File: config.mk
export PLATFORM = sky130hd
export DESIGN_NAME = node_membership_master_election
export DESIGN_NICKNAME = d
export VERILOG_FILES = /design/src/rtl/nmme_pkg.sv /design/src/rtl/nmme_cell.sv /design/src/rtl/nmme_ring.sv /design/src/rtl/node_membership_master_election.sv
export SDC_FILE = /design/constraint.sdc
export NUM_CORES = 2
export LEC_CHECK = 0
export ABC_CLOCK_PERIOD_IN_PS = 131300
export CORE_MARGIN = 2
export CORE_UTILIZATION = 51
export DETAILED_ROUTE_END_ITERATION = 10
export DONT_BUFFER_PORTS = 1
export GPL_ROUTABILITY_DRIVEN = 0
export HOLD_SLACK_MARGIN = 0.1
export PLACE_DENSITY_LB_ADDON = 0.2
export SLEW_MARGIN = 40
export SYNTH_ARGS = -nofsm -noshare
export SYNTH_HDL_FRONTEND = slang
export SYNTH_SLANG_ARGS = --single-unit
File: constraint.sdc
create_clock -name clock -period 131.3 [get_ports clock]
set_input_delay 32.825 -clock clock [delete_from_list [all_inputs] [get_ports clock]]
set_output_delay 32.825 -clock clock [all_outputs]
set_load 0.01 [all_outputs]
File: src/rtl/nmme_pkg.sv
// ----------------------------------------------------------------------------
// nmme_pkg
// Shared types, constants and codes for the membership table and election.
// ----------------------------------------------------------------------------
package nmme_pkg;

   localparam int TableDepth = 16;
   localparam int SlotW      = $clog2(TableDepth);
   localparam int CountW     = $clog2(TableDepth + 1);

   localparam logic [2:0] CmdHello   = 3'd0;
   localparam logic [2:0] CmdTick    = 3'd1;
   localparam logic [2:0] CmdCheck   = 3'd2;
   localparam logic [2:0] CmdPromote = 3'd3;
   localparam logic [2:0] CmdDemote  = 3'd4;

   localparam logic [2:0] EvAdded    = 3'd0;
   localparam logic [2:0] EvMaster   = 3'd1;
   localparam logic [2:0] EvHello    = 3'd2;
   localparam logic [2:0] EvRemoved  = 3'd3;
   localparam logic [2:0] EvDemoted  = 3'd4;
   localparam logic [2:0] EvPromoted = 3'd5;
   localparam logic [2:0] EvChecked  = 3'd6;
   localparam logic [2:0] EvFull     = 3'd7;

   localparam logic [2:0] RegNodeTo   = 3'd0;
   localparam logic [2:0] RegMasterTo = 3'd1;
   localparam logic [2:0] RegWeight   = 3'd2;
   localparam logic [2:0] RegMastReq  = 3'd3;
   localparam logic [2:0] RegOwnProc  = 3'd4;
   localparam logic [2:0] RegOwnInst  = 3'd5;
   localparam logic [2:0] RegIgnProc  = 3'd6;
   localparam logic [2:0] RegIgnInst  = 3'd7;

   typedef enum logic [2:0] {
      ST_IDLE, ST_HSCAN, ST_HEMIT, ST_CSCAN, ST_CEMIT
   } state_type;

   // word travelling along the chain of cells
   typedef struct packed {
      logic        valid;
      logic [63:0] process;
      logic [63:0] instance_tag;
      logic [31:0] address;
      logic [15:0] port;
      logic [31:0] seen;
      logic        master;
      logic        eligible;
      logic [31:0] weight;
   } entry_type;

   // controls broadcast to every cell
   typedef struct packed {
      logic shift;     // rotate one place
      logic clear;     // clear valid of the head word during this shift
      logic load;      // overwrite head word with new_entry during this shift
   } ctl_type;

endpackage

File: src/rtl/nmme_cell.sv
// ----------------------------------------------------------------------------
// nmme_cell
// One table slot: holds an entry and passes it on when the ring rotates.
// ----------------------------------------------------------------------------
module nmme_cell (
   input  logic                 clock,
   input  logic                 reset,
   input  nmme_pkg::ctl_type    ctl,
   input  nmme_pkg::entry_type  prev_entry,
   output nmme_pkg::entry_type  entry
);
   nmme_pkg::entry_type entry_ff;
   logic                valid_ff;

   always_ff @(posedge clock) begin
      if (ctl.shift) begin
         entry_ff <= prev_entry;
      end
   end

   always_ff @(posedge clock) begin
      if (reset) begin
         valid_ff <= 1'b0;
      end else if (ctl.shift) begin
         valid_ff <= prev_entry.valid;
      end
   end

   always_comb begin
      entry       = entry_ff;
      entry.valid = valid_ff;
   end
endmodule

File: src/rtl/nmme_ring.sv
// ----------------------------------------------------------------------------
// nmme_ring
// Ring of table cells; head word can be cleared or replaced as it wraps.
// ----------------------------------------------------------------------------
module nmme_ring (
   input  logic                 clock,
   input  logic                 reset,
   input  nmme_pkg::ctl_type    ctl,
   input  nmme_pkg::entry_type  new_entry,
   output nmme_pkg::entry_type  head
);
   nmme_pkg::entry_type chain [nmme_pkg::TableDepth];
   nmme_pkg::entry_type wrap;

   always_comb begin
      wrap = chain[0];
      if (ctl.load) begin
         wrap = new_entry;
      end else if (ctl.clear) begin
         wrap.valid = 1'b0;
      end
   end

   for (genvar i = 0; i < nmme_pkg::TableDepth; i++) begin : g_cell
      nmme_cell u_cell (
         .clock      (clock),
         .reset      (reset),
         .ctl        (ctl),
         .prev_entry ((i == nmme_pkg::TableDepth - 1) ? wrap : chain[i + 1]),
         .entry      (chain[i])
      );
   end

   assign head = chain[0];
endmodule

File: src/rtl/node_membership_master_election.sv
// Hello makes a lookup pass over the ring, then a write pass into the chosen
// slot (none when the table is full), then one result per cycle, up to 3.
// Check sweeps the ring with removals streamed out, then 1 or 2 more results.
// Results are registered and show in the cycle after they are formed.
// Tick, promote and demote emit nothing; busy falls as the last result shows.
// Sync reset clears valid bits, clock and state; flags, config take defaults.
module node_membership_master_election (
   input  logic         clock,
   input  logic         reset,
   input  logic         start,
   output logic         busy,
   input  logic [2:0]   req_command,
   input  logic [63:0]  req_process_tag,
   input  logic [63:0]  req_instance_tag,
   input  logic [31:0]  req_sender_address,
   input  logic [15:0]  req_sender_port,
   input  logic         req_claims_master,
   input  logic         req_claims_eligible,
   input  logic signed [31:0] req_sender_weight,
   input  logic         req_permanent,
   input  logic         csr_valid,
   output logic         csr_ready,
   input  logic [2:0]   csr_index,
   input  logic [63:0]  csr_data,
   output logic         rsp_strobe,
   output logic [2:0]   rsp_event_res,
   output logic [3:0]   rsp_slot,
   output logic [63:0]  rsp_node_process,
   output logic [63:0]  rsp_node_instance,
   output logic         rsp_node_master,
   output logic         rsp_self_master,
   output logic         rsp_last
);
   localparam int SW = nmme_pkg::SlotW;
   localparam int CW = nmme_pkg::CountW;

   // configuration
   logic [15:0] node_to_ff, master_to_ff;
   logic [31:0] weight_ff;
   logic [7:0]  mreq_ff;
   logic [63:0] own_proc_ff, own_inst_ff;
   logic        ign_proc_ff, ign_inst_ff;

   assign csr_ready = 1'b1;

   always_ff @(posedge clock) begin
      if (reset) begin
         node_to_ff <= 16'd2; master_to_ff <= 16'd2; weight_ff <= '0;
         mreq_ff <= 8'd1; own_proc_ff <= '0; own_inst_ff <= '0;
         ign_proc_ff <= 1'b1; ign_inst_ff <= 1'b1;
      end else if (csr_valid) begin
         unique case (csr_index)
            nmme_pkg::RegNodeTo:   node_to_ff   <= csr_data[15:0];
            nmme_pkg::RegMasterTo: master_to_ff <= csr_data[15:0];
            nmme_pkg::RegWeight:   weight_ff    <= csr_data[31:0];
            nmme_pkg::RegMastReq:  mreq_ff      <= csr_data[7:0];
            nmme_pkg::RegOwnProc:  own_proc_ff  <= csr_data;
            nmme_pkg::RegOwnInst:  own_inst_ff  <= csr_data;
            nmme_pkg::RegIgnProc:  ign_proc_ff  <= csr_data[0];
            nmme_pkg::RegIgnInst:  ign_inst_ff  <= csr_data[0];
            default: ;
         endcase
      end
   end

   // state
   nmme_pkg::state_type state_ff, state_in;
   logic [31:0] clk_s_ff;
   logic        self_m_ff, self_m_in, self_e_ff;
   logic [CW-1:0] pos_ff, pos_in;
   logic        found_ff, found_in, free_ok_ff, free_ok_in, was_m_ff, was_m_in;
   logic [SW-1:0] found_idx_ff, found_idx_in, free_ff, free_in;
   logic [8:0]  higher_ff, higher_in;
   logic        elig_hi_ff, elig_hi_in;
   logic [1:0]  emit_ff, emit_in;
   nmme_pkg::entry_type req_ff;
   logic        req_cm_ff;

   nmme_pkg::ctl_type   ctl;
   nmme_pkg::entry_type head, new_entry;

   nmme_ring u_ring (
      .clock(clock), .reset(reset), .ctl(ctl), .new_entry(new_entry), .head(head)
   );

   logic        scan_end, match, stale, hi;
   logic [31:0] age;
   logic [15:0] lim;
   logic        demote_c, promote_c;
   logic        strobe_in, last_in;
   logic [2:0]  ev_in;
   logic [SW-1:0] slot_in;
   logic [63:0] np_in, ni_in;
   logic        nm_in;

   assign scan_end = (pos_ff == CW'(nmme_pkg::TableDepth - 1));
   assign match = head.valid && head.process == req_ff.process
                  && head.instance_tag == req_ff.instance_tag;
   assign age   = clk_s_ff - head.seen;
   assign lim   = head.master ? master_to_ff : node_to_ff;
   assign stale = (clk_s_ff < head.seen) || (age > {16'd0, lim});
   assign hi    = $signed(weight_ff) < $signed(head.weight);
   assign demote_c  = self_m_ff && ({1'b0, mreq_ff} <= higher_ff);
   assign promote_c = !self_m_ff && self_e_ff && ({1'b0, mreq_ff} > higher_ff)
                      && !elig_hi_ff;
   assign busy = state_ff != nmme_pkg::ST_IDLE;

   always_comb begin
      new_entry          = req_ff;
      new_entry.valid    = 1'b1;
      if (found_ff) begin
         new_entry.process      = head.process;
         new_entry.instance_tag = head.instance_tag;
      end
   end

   always_comb begin
      state_in = state_ff; pos_in = pos_ff; found_in = found_ff;
      found_idx_in = found_idx_ff; free_ok_in = free_ok_ff; free_in = free_ff;
      was_m_in = was_m_ff; higher_in = higher_ff; elig_hi_in = elig_hi_ff;
      emit_in = emit_ff; self_m_in = self_m_ff;
      ctl = '0;
      strobe_in = 1'b0; last_in = 1'b0; ev_in = nmme_pkg::EvChecked;
      slot_in = '0; np_in = '0; ni_in = '0; nm_in = 1'b0;
      unique case (state_ff)
         nmme_pkg::ST_IDLE: begin
            pos_in = '0; found_in = 1'b0; free_ok_in = 1'b0; higher_in = '0;
            elig_hi_in = 1'b0; emit_in = '0;
            if (start) begin
               unique case (req_command)
                  nmme_pkg::CmdHello: begin
                     if (!((ign_proc_ff && req_process_tag == own_proc_ff) ||
                           (ign_inst_ff && req_instance_tag == own_inst_ff)))
                        state_in = nmme_pkg::ST_HSCAN;
                  end
                  nmme_pkg::CmdCheck: state_in = nmme_pkg::ST_CSCAN;
                  nmme_pkg::CmdPromote: self_m_in = 1'b1;
                  nmme_pkg::CmdDemote: self_m_in = 1'b0;
                  default: ;
               endcase
            end
         end
         nmme_pkg::ST_HSCAN: begin
            // first pass: look up; second pass: write into the chosen slot
            ctl.shift = 1'b1;
            if (!emit_ff[0]) begin
               if (match && !found_ff) begin
                  found_in = 1'b1; found_idx_in = pos_ff[SW-1:0];
                  was_m_in = head.master;
               end else if (!head.valid && !free_ok_ff) begin
                  free_ok_in = 1'b1; free_in = pos_ff[SW-1:0];
               end
               pos_in = pos_ff + 1'b1;
               if (scan_end) begin
                  pos_in = '0;
                  emit_in = 2'd1;
                  if (!found_in && !free_ok_in) begin
                     state_in = nmme_pkg::ST_HEMIT;
                     emit_in = 2'd3;
                  end
               end
            end else begin
               if (pos_ff[SW-1:0] == (found_ff ? found_idx_ff : free_ff))
                  ctl.load = 1'b1;
               pos_in = pos_ff + 1'b1;
               if (scan_end) begin
                  state_in = nmme_pkg::ST_HEMIT;
                  emit_in = found_ff ? 2'd2 : 2'd0;
               end
            end
         end
         nmme_pkg::ST_HEMIT: begin
            // emit_ff: 0 added, 1 master, 2 hello, 3 full
            strobe_in = 1'b1; np_in = req_ff.process; ni_in = req_ff.instance_tag;
            nm_in = req_cm_ff;
            slot_in = found_ff ? found_idx_ff : free_ff;
            unique case (emit_ff)
               2'd0: begin
                  ev_in = nmme_pkg::EvAdded;
                  emit_in = req_cm_ff ? 2'd1 : 2'd2;
               end
               2'd1: begin ev_in = nmme_pkg::EvMaster; emit_in = 2'd2; end
               2'd2: begin
                  ev_in = nmme_pkg::EvHello; last_in = 1'b1;
                  state_in = nmme_pkg::ST_IDLE;
               end
               default: begin
                  ev_in = nmme_pkg::EvFull; slot_in = '0; last_in = 1'b1;
                  state_in = nmme_pkg::ST_IDLE;
               end
            endcase
         end
         nmme_pkg::ST_CSCAN: begin
            ctl.shift = 1'b1;
            if (head.valid) begin
               if (stale) begin
                  ctl.clear = 1'b1; strobe_in = 1'b1; ev_in = nmme_pkg::EvRemoved;
                  slot_in = pos_ff[SW-1:0]; np_in = head.process;
                  ni_in = head.instance_tag; nm_in = head.master;
               end else if (head.master) begin
                  if (hi) higher_in = higher_ff + 1'b1;
               end else if (head.eligible && hi) begin
                  elig_hi_in = 1'b1;
               end
            end
            pos_in = pos_ff + 1'b1;
            if (scan_end) begin
               state_in = nmme_pkg::ST_CEMIT; emit_in = 2'd0;
            end
         end
         nmme_pkg::ST_CEMIT: begin
            strobe_in = 1'b1;
            if (emit_ff == 2'd0 && demote_c) begin
               ev_in = nmme_pkg::EvDemoted; self_m_in = 1'b0; emit_in = 2'd1;
            end else if (emit_ff == 2'd0 && promote_c) begin
               ev_in = nmme_pkg::EvPromoted; self_m_in = 1'b1; emit_in = 2'd1;
            end else begin
               ev_in = nmme_pkg::EvChecked; last_in = 1'b1;
               state_in = nmme_pkg::ST_IDLE;
            end
         end
         default: state_in = nmme_pkg::ST_IDLE;
      endcase
   end

   // became master decision for a known node: skip it when already master
   logic [1:0] emit_fix;
   always_comb begin
      emit_fix = emit_in;
      if (state_ff == nmme_pkg::ST_HSCAN && emit_ff[0] && scan_end && found_ff)
         emit_fix = (req_cm_ff && !was_m_ff) ? 2'd1 : 2'd2;
   end

   always_ff @(posedge clock) begin
      if (reset) begin
         state_ff <= nmme_pkg::ST_IDLE; clk_s_ff <= '0; self_m_ff <= 1'b0;
         self_e_ff <= 1'b1; pos_ff <= '0; found_ff <= 1'b0; free_ok_ff <= 1'b0;
         emit_ff <= '0; higher_ff <= '0; elig_hi_ff <= 1'b0; rsp_strobe <= 1'b0;
         was_m_ff <= 1'b0;
      end else begin
         state_ff <= state_in; pos_ff <= pos_in; found_ff <= found_in;
         free_ok_ff <= free_ok_in; emit_ff <= emit_fix; higher_ff <= higher_in;
         elig_hi_ff <= elig_hi_in; self_m_ff <= self_m_in; rsp_strobe <= strobe_in;
         was_m_ff <= was_m_in;
         if (state_ff == nmme_pkg::ST_IDLE && start) begin
            unique case (req_command)
               nmme_pkg::CmdTick: clk_s_ff <= clk_s_ff + 1'b1;
               nmme_pkg::CmdPromote: self_e_ff <= 1'b1;
               nmme_pkg::CmdDemote: self_e_ff <= !req_permanent;
               default: ;
            endcase
         end
      end
   end

   always_ff @(posedge clock) begin
      found_idx_ff <= found_idx_in; free_ff <= free_in;
      rsp_event_res <= ev_in; rsp_slot <= 4'(slot_in);
      rsp_node_process <= np_in; rsp_node_instance <= ni_in;
      rsp_node_master <= nm_in; rsp_self_master <= self_m_in; rsp_last <= last_in;
      if (state_ff == nmme_pkg::ST_IDLE && start) begin
         req_ff.valid <= 1'b1; req_ff.process <= req_process_tag;
         req_ff.instance_tag <= req_instance_tag; req_ff.address <= req_sender_address;
         req_ff.port <= req_sender_port; req_ff.seen <= clk_s_ff;
         req_ff.master <= req_claims_master; req_ff.eligible <= req_claims_eligible;
         req_ff.weight <= req_sender_weight; req_cm_ff <= req_claims_master;
      end
   end
endmodule

# Yosys cells after proc, flatten, opt, wreduce, memory -nomap -nowiden
# Cells that the tools add are included.
# classes
addsub,4
multipliers,0
div,0
magnitude_cmp,5
eq_ne,43
shifts,0
muxes,92
bitwise_logic,2
reduce_logical,62
# ops
cell,n
$eq 64x64->1,4
$mux 64,4
$pmux 64 s2,2
$mux 242,1
$mux 128,1
$lt 32x32->1,2
$mux 3,12
$mux 9,4
$add 32x1->32 const B,1
$gt 32x16->1,1
$sub 32x32->32,1
$mux 1,30
$mux 2,13
$ne 2x2->1 const B,11
$reduce_and 2->1,11
$logic_and 1x1->1,19
$eq 3x2->1 const B,6
$eq 3x3->1 const B,6
$pmux 1 s2,9
$pmux 3 s3,2
$pmux 9 s2,1
$mux 16,1
$mux 4,4
$pmux 3 s5,1
34 further kinds,61
# word_totals
reg_bits,4536
latchBits,0
ramBits,0
rom_bits,0
inputBits,285
out_inout_bits,141
wordCells,390
n_memories,0

# Logic depth before layout (Yosys ltp)
# logic_depth
depth_word,14
ltp_mapped,22
depth_no_buf,20

# Modules after synthesis
# A second synthesis with hierarchy kept.
# hier_totals
hier_cells,7125
hier_area_um2,150042.7
# by_module_without_submodules
mod,instances,cells_each,area_each_um2,seq_area_each_um2
nmme_cell,16,246,7308.3,7287.0
node_membership_master_election,1,2917,29519.6,15474.8
nmme_ring,1,272,3590.9,0.0

# Worst setup path after synthesis
# Ideal clock, no wire load.
# synth_timing
path_kind,register -> register
from,register state_ff[0]
to,"register u_ring.g_cell[0].u_cell.entry_ff, in the netlist u_ring.g_cell[0].u_cell.entry[0] (enable)"
setup_time_ps,4707
t_arrival_ps,84766
required_ps,126593
setup_slack_ps,41827
stages_incl_launch_ff,6
n_path_buf,3
period_less_slack_ps,89473
path_cell_list,dfxtp_1 > clkbuf_1 > nand2b_1 > clkbuf_1 > inv_1 > clkbuf_1
# synth_lines
element,line_no,rtl
from (decl),node_membership_master_election.sv:67,"nmme_pkg::state_type state_ff, state_in;"
from (signal assigned),node_membership_master_election.sv:241,state_ff <= state_in; pos_ff <= pos_in; found_ff <= found_in;
to (signal assigned),nmme_cell.sv:17,entry_ff <= prev_entry;
to (decl),nmme_cell.sv:12,nmme_pkg::entry_type entry_ff;

# Worst setup path in the final report
# layout_timing
from,input port req_instance_tag[62]
to,register state_ff[1]
# layout_via
elab_chain_cells,5
# layout_lines
element,line_no,rtl
from (decl),node_membership_master_election.sv:14,"input logic [63:0] req_instance_tag,"
$eq 64x64->1,node_membership_master_election.sv:133,(ign_inst_ff && req_instance_tag == own_inst_ff)))
$logic_and 1x1->1,node_membership_master_election.sv:133,
$logic_or 1x1->1,node_membership_master_election.sv:132,if (!((ign_proc_ff && req_process_tag == own_proc_ff) ||
$ne 3x3->1 (no line),-,
$reduce_and 9->1 (no line),-,
# No other way between the ends.
# A chain may end at the register's enable or synchronous reset.

==> metrics.txt <==
post-CTS setup repair buffer count 0; Routed WL 259 mm; placed cell area 0.127 mm^2; Critical Path Fanout Max 3; final setup fails 0; Seq cells post-synth 3,720; IO Port Bufs 0; initial drt markers 6,085; Detail Placement HPWL 171 mm; commonest non-fill, non-tap cell in the layout edfxtp_1; Hold Path Class flip-flop to flip-flop; number of clock sinks 3,720; Net count, final 6,826; CTS buffer count 374; layout cells sized above 1 12.2%; CP Capture Type flip-flop; DRC viols 0; via count 54,900; area of the multi-input gates 0.0143 mm^2; H-tree lvl count 5; FMAX 28.3 MHz; syn avg cell area 19.9 um^2; post-synthesis instance area 0.123 mm^2; top-area cell type share of the netlist area 80.8%; die footprint 0.245 mm^2; drt first pass iters 6; power per cell area 22.8 mW/mm^2; status completed; Starting Density 51.2%; Ys Warns 0; WP data required 132.14 ns; Synth Net Count 6,541; die width 495 um; remaining global-route overflow 0; critical path class input port to flip-flop; first-pass GRT wire length 361 mm; core area 0.240 mm^2; post-synthesis sequential area ratio 87.5%; Slew headroom 39.4%; Synth cell types 87; Max-Cap Viols 0; worst-margin pin slew 0.900 ns; number of cell rows 180; Yosys top cell by area edfxtp_1; vias in the first global route 51,500; R2R cell count 23; ratio of final minimum period to clock period 26.9%; unrepaired setup endpoints after global routing false; Setup TNS Final 0 ns; uppermost layer routed met5; initial antenna violation count 70; gr usage total 20.7%; Die Y 495 um; LEAKAGE 0.0458 uW; EDFF count, synth 3,306; VDD IR max 0.0145 mV; async set-reset flop share out of synthesis 0%; Tmin final 35.37 ns; largest net degree at the start of global routing 261; Clock Latency Late Sink 0.99 ns; main area contributors after synthesis edfxtp_1, dfxtp_1, nand2_1; antenna viol nets, final 0; Final Skew 0.104 ns; clock tree root driver cell clkbuf_16; TritonCTS clock tree done; Top FF cell, synth edfxtp_1; Register Area 0.108 mm^2; fin area 0.140 mm^2; met2 WL 120 mm; Hold Crit Depth 0; vias per cell 5.49; IO Count 426; Util after Layout 58.1%; clock-pin slew on the worst setup and hold paths 0.06 ns; CTS resizes 0; Gate Count Post-Synth 6,163; fill count 17,500; most frequent cells in the layout edfxtp_1, nand2_1, dfxtp_1; Max Buffers Root-to-Sink 4; met3 wire length 16.7 mm; final hold viol count 0; Routed WL per cell 25.9 um; WP data arrival 36.21 ns; M1 wire length 108 mm; hold buffer count at CTS 0; Layout area overhead 13.6%; max-slew violation count 0; CP Launch Type input port; Hold WS 0.350 ns
-- state kept, by name, summed over array words and instances (netlist names), 8 cells and up --
name                           flops
mreq_ff                            8
own_inst_ff                       64
u_ring.g_cell.u_cell.valid_ff     16
clk_s_ff                          32
node_to_ff                        16
req_ff                           128
higher_ff                          9
master_to_ff                      16
u_ring.g_cell.u_cell.entry      3104
rsp_node_instance                 64
new_entry                         65
weight_ff                         32
rsp_node_process                  64
own_proc_ff                       64
-- synth_stat cells, drive strengths merged (12+ instances only) --
master	count
edfxtp	3306
nand2	544
dfxtp	414
a21oi	292
mux2	169
inv	163
a22o	137
xnor2	121
clkbuf	119
xor2	111
nor2	94
ha	92
o21ai	88
nand4	65
nand3	41
nor4	40
buf	33
mux2i	30
nor3	28
o22ai	26
nand2b	18
nor2b	15
or3	15
a21o	13
o2bb2ai	12
-- routing by layer --
metal,up-vias,track usage (%)
met4,10,11.7
met1,28000,28.3
met5,-,0
met3,607,4.22
li1,24300,-
met2,1999,31.2
-- report_power, final --
group	internal [uW]	switching (uW)	leakage, uW	total [uW]
registers	1730	104	0.0339	1840
clock network	612	428	0.00590	1040
logic	56.5	243	0.00599	299
total	2400	775	0.0458	3180
-- critical path, stage by stage --
cell and delay [ns]:
xnor2_1 0.33, nand4_1 0.32, nor4_1 0.36, nand3_1 0.18, nor4_1 0.60, a31oi_2 0.21, o21ai_0 0.76, a221o_1 0.35
mux2i_1 0.20, nor2_1 0.05
-- cell families after synthesis --
| kind of cell | synth area share (%) |
|---|---|
| AO/OA/AOI/OAI | 3.67 |
| adder cells (fa/ha/maj) | 0.953 |
| AND/OR/NAND/NOR | 3.36 |
| flip-flops | 87.5 |
| buffers and inverters | 1.05 |
| multiplexers | 1.79 |
| other | 0.00305 |
| XOR/XNOR | 1.65 |
-- area by class of cell --
class,count,share of cell area (%)
Timing Repair Buffer,62,0.663
Inverter,164,0.450
Sequential cell,3720,77.1
Clock buffer,486,7.30
Multi-Input combinational cell,2126,10.2
Antenna cell,82,0.147
Clock inverter,171,1.32
Tap cell,3185,2.85
-- metrics by stage --
step | worst slack (ns) | power [uW] | std cells
after global placement | 95.01 | 2130 | 9242
final | 95.93 | 3180 | 9996
after CTS | 96.02 | 3200 | 9910
after global routing | 95.90 | 3300 | 9966
after detailed placement | 95.02 | 2160 | 9253
after floorplan | 41.83 | 3600 | 6163
-- path summary, 6_finish.rpt --
kind,start,end,slack [ns]
setup reg to reg,clk_s_ff[0]$_SDFFE_PP0P_,rsp_node_process[14]$_DFF_P_,125.11
hold reg to reg,u_ring.g_cell[11].u_cell.entry[47]$_DFFE_PN_,u_ring.g_cell[10].u_cell.entry[47]$_DFFE_PN_,0.35
hold / removal,u_ring.g_cell[11].u_cell.entry[47]$_DFFE_PN_,u_ring.g_cell[10].u_cell.entry[47]$_DFFE_PN_,0.35
setup / recovery,req_instance_tag[62],state_ff[1]$_SDFFE_PP0P_,95.93
(Power assumes the default switching activity.)
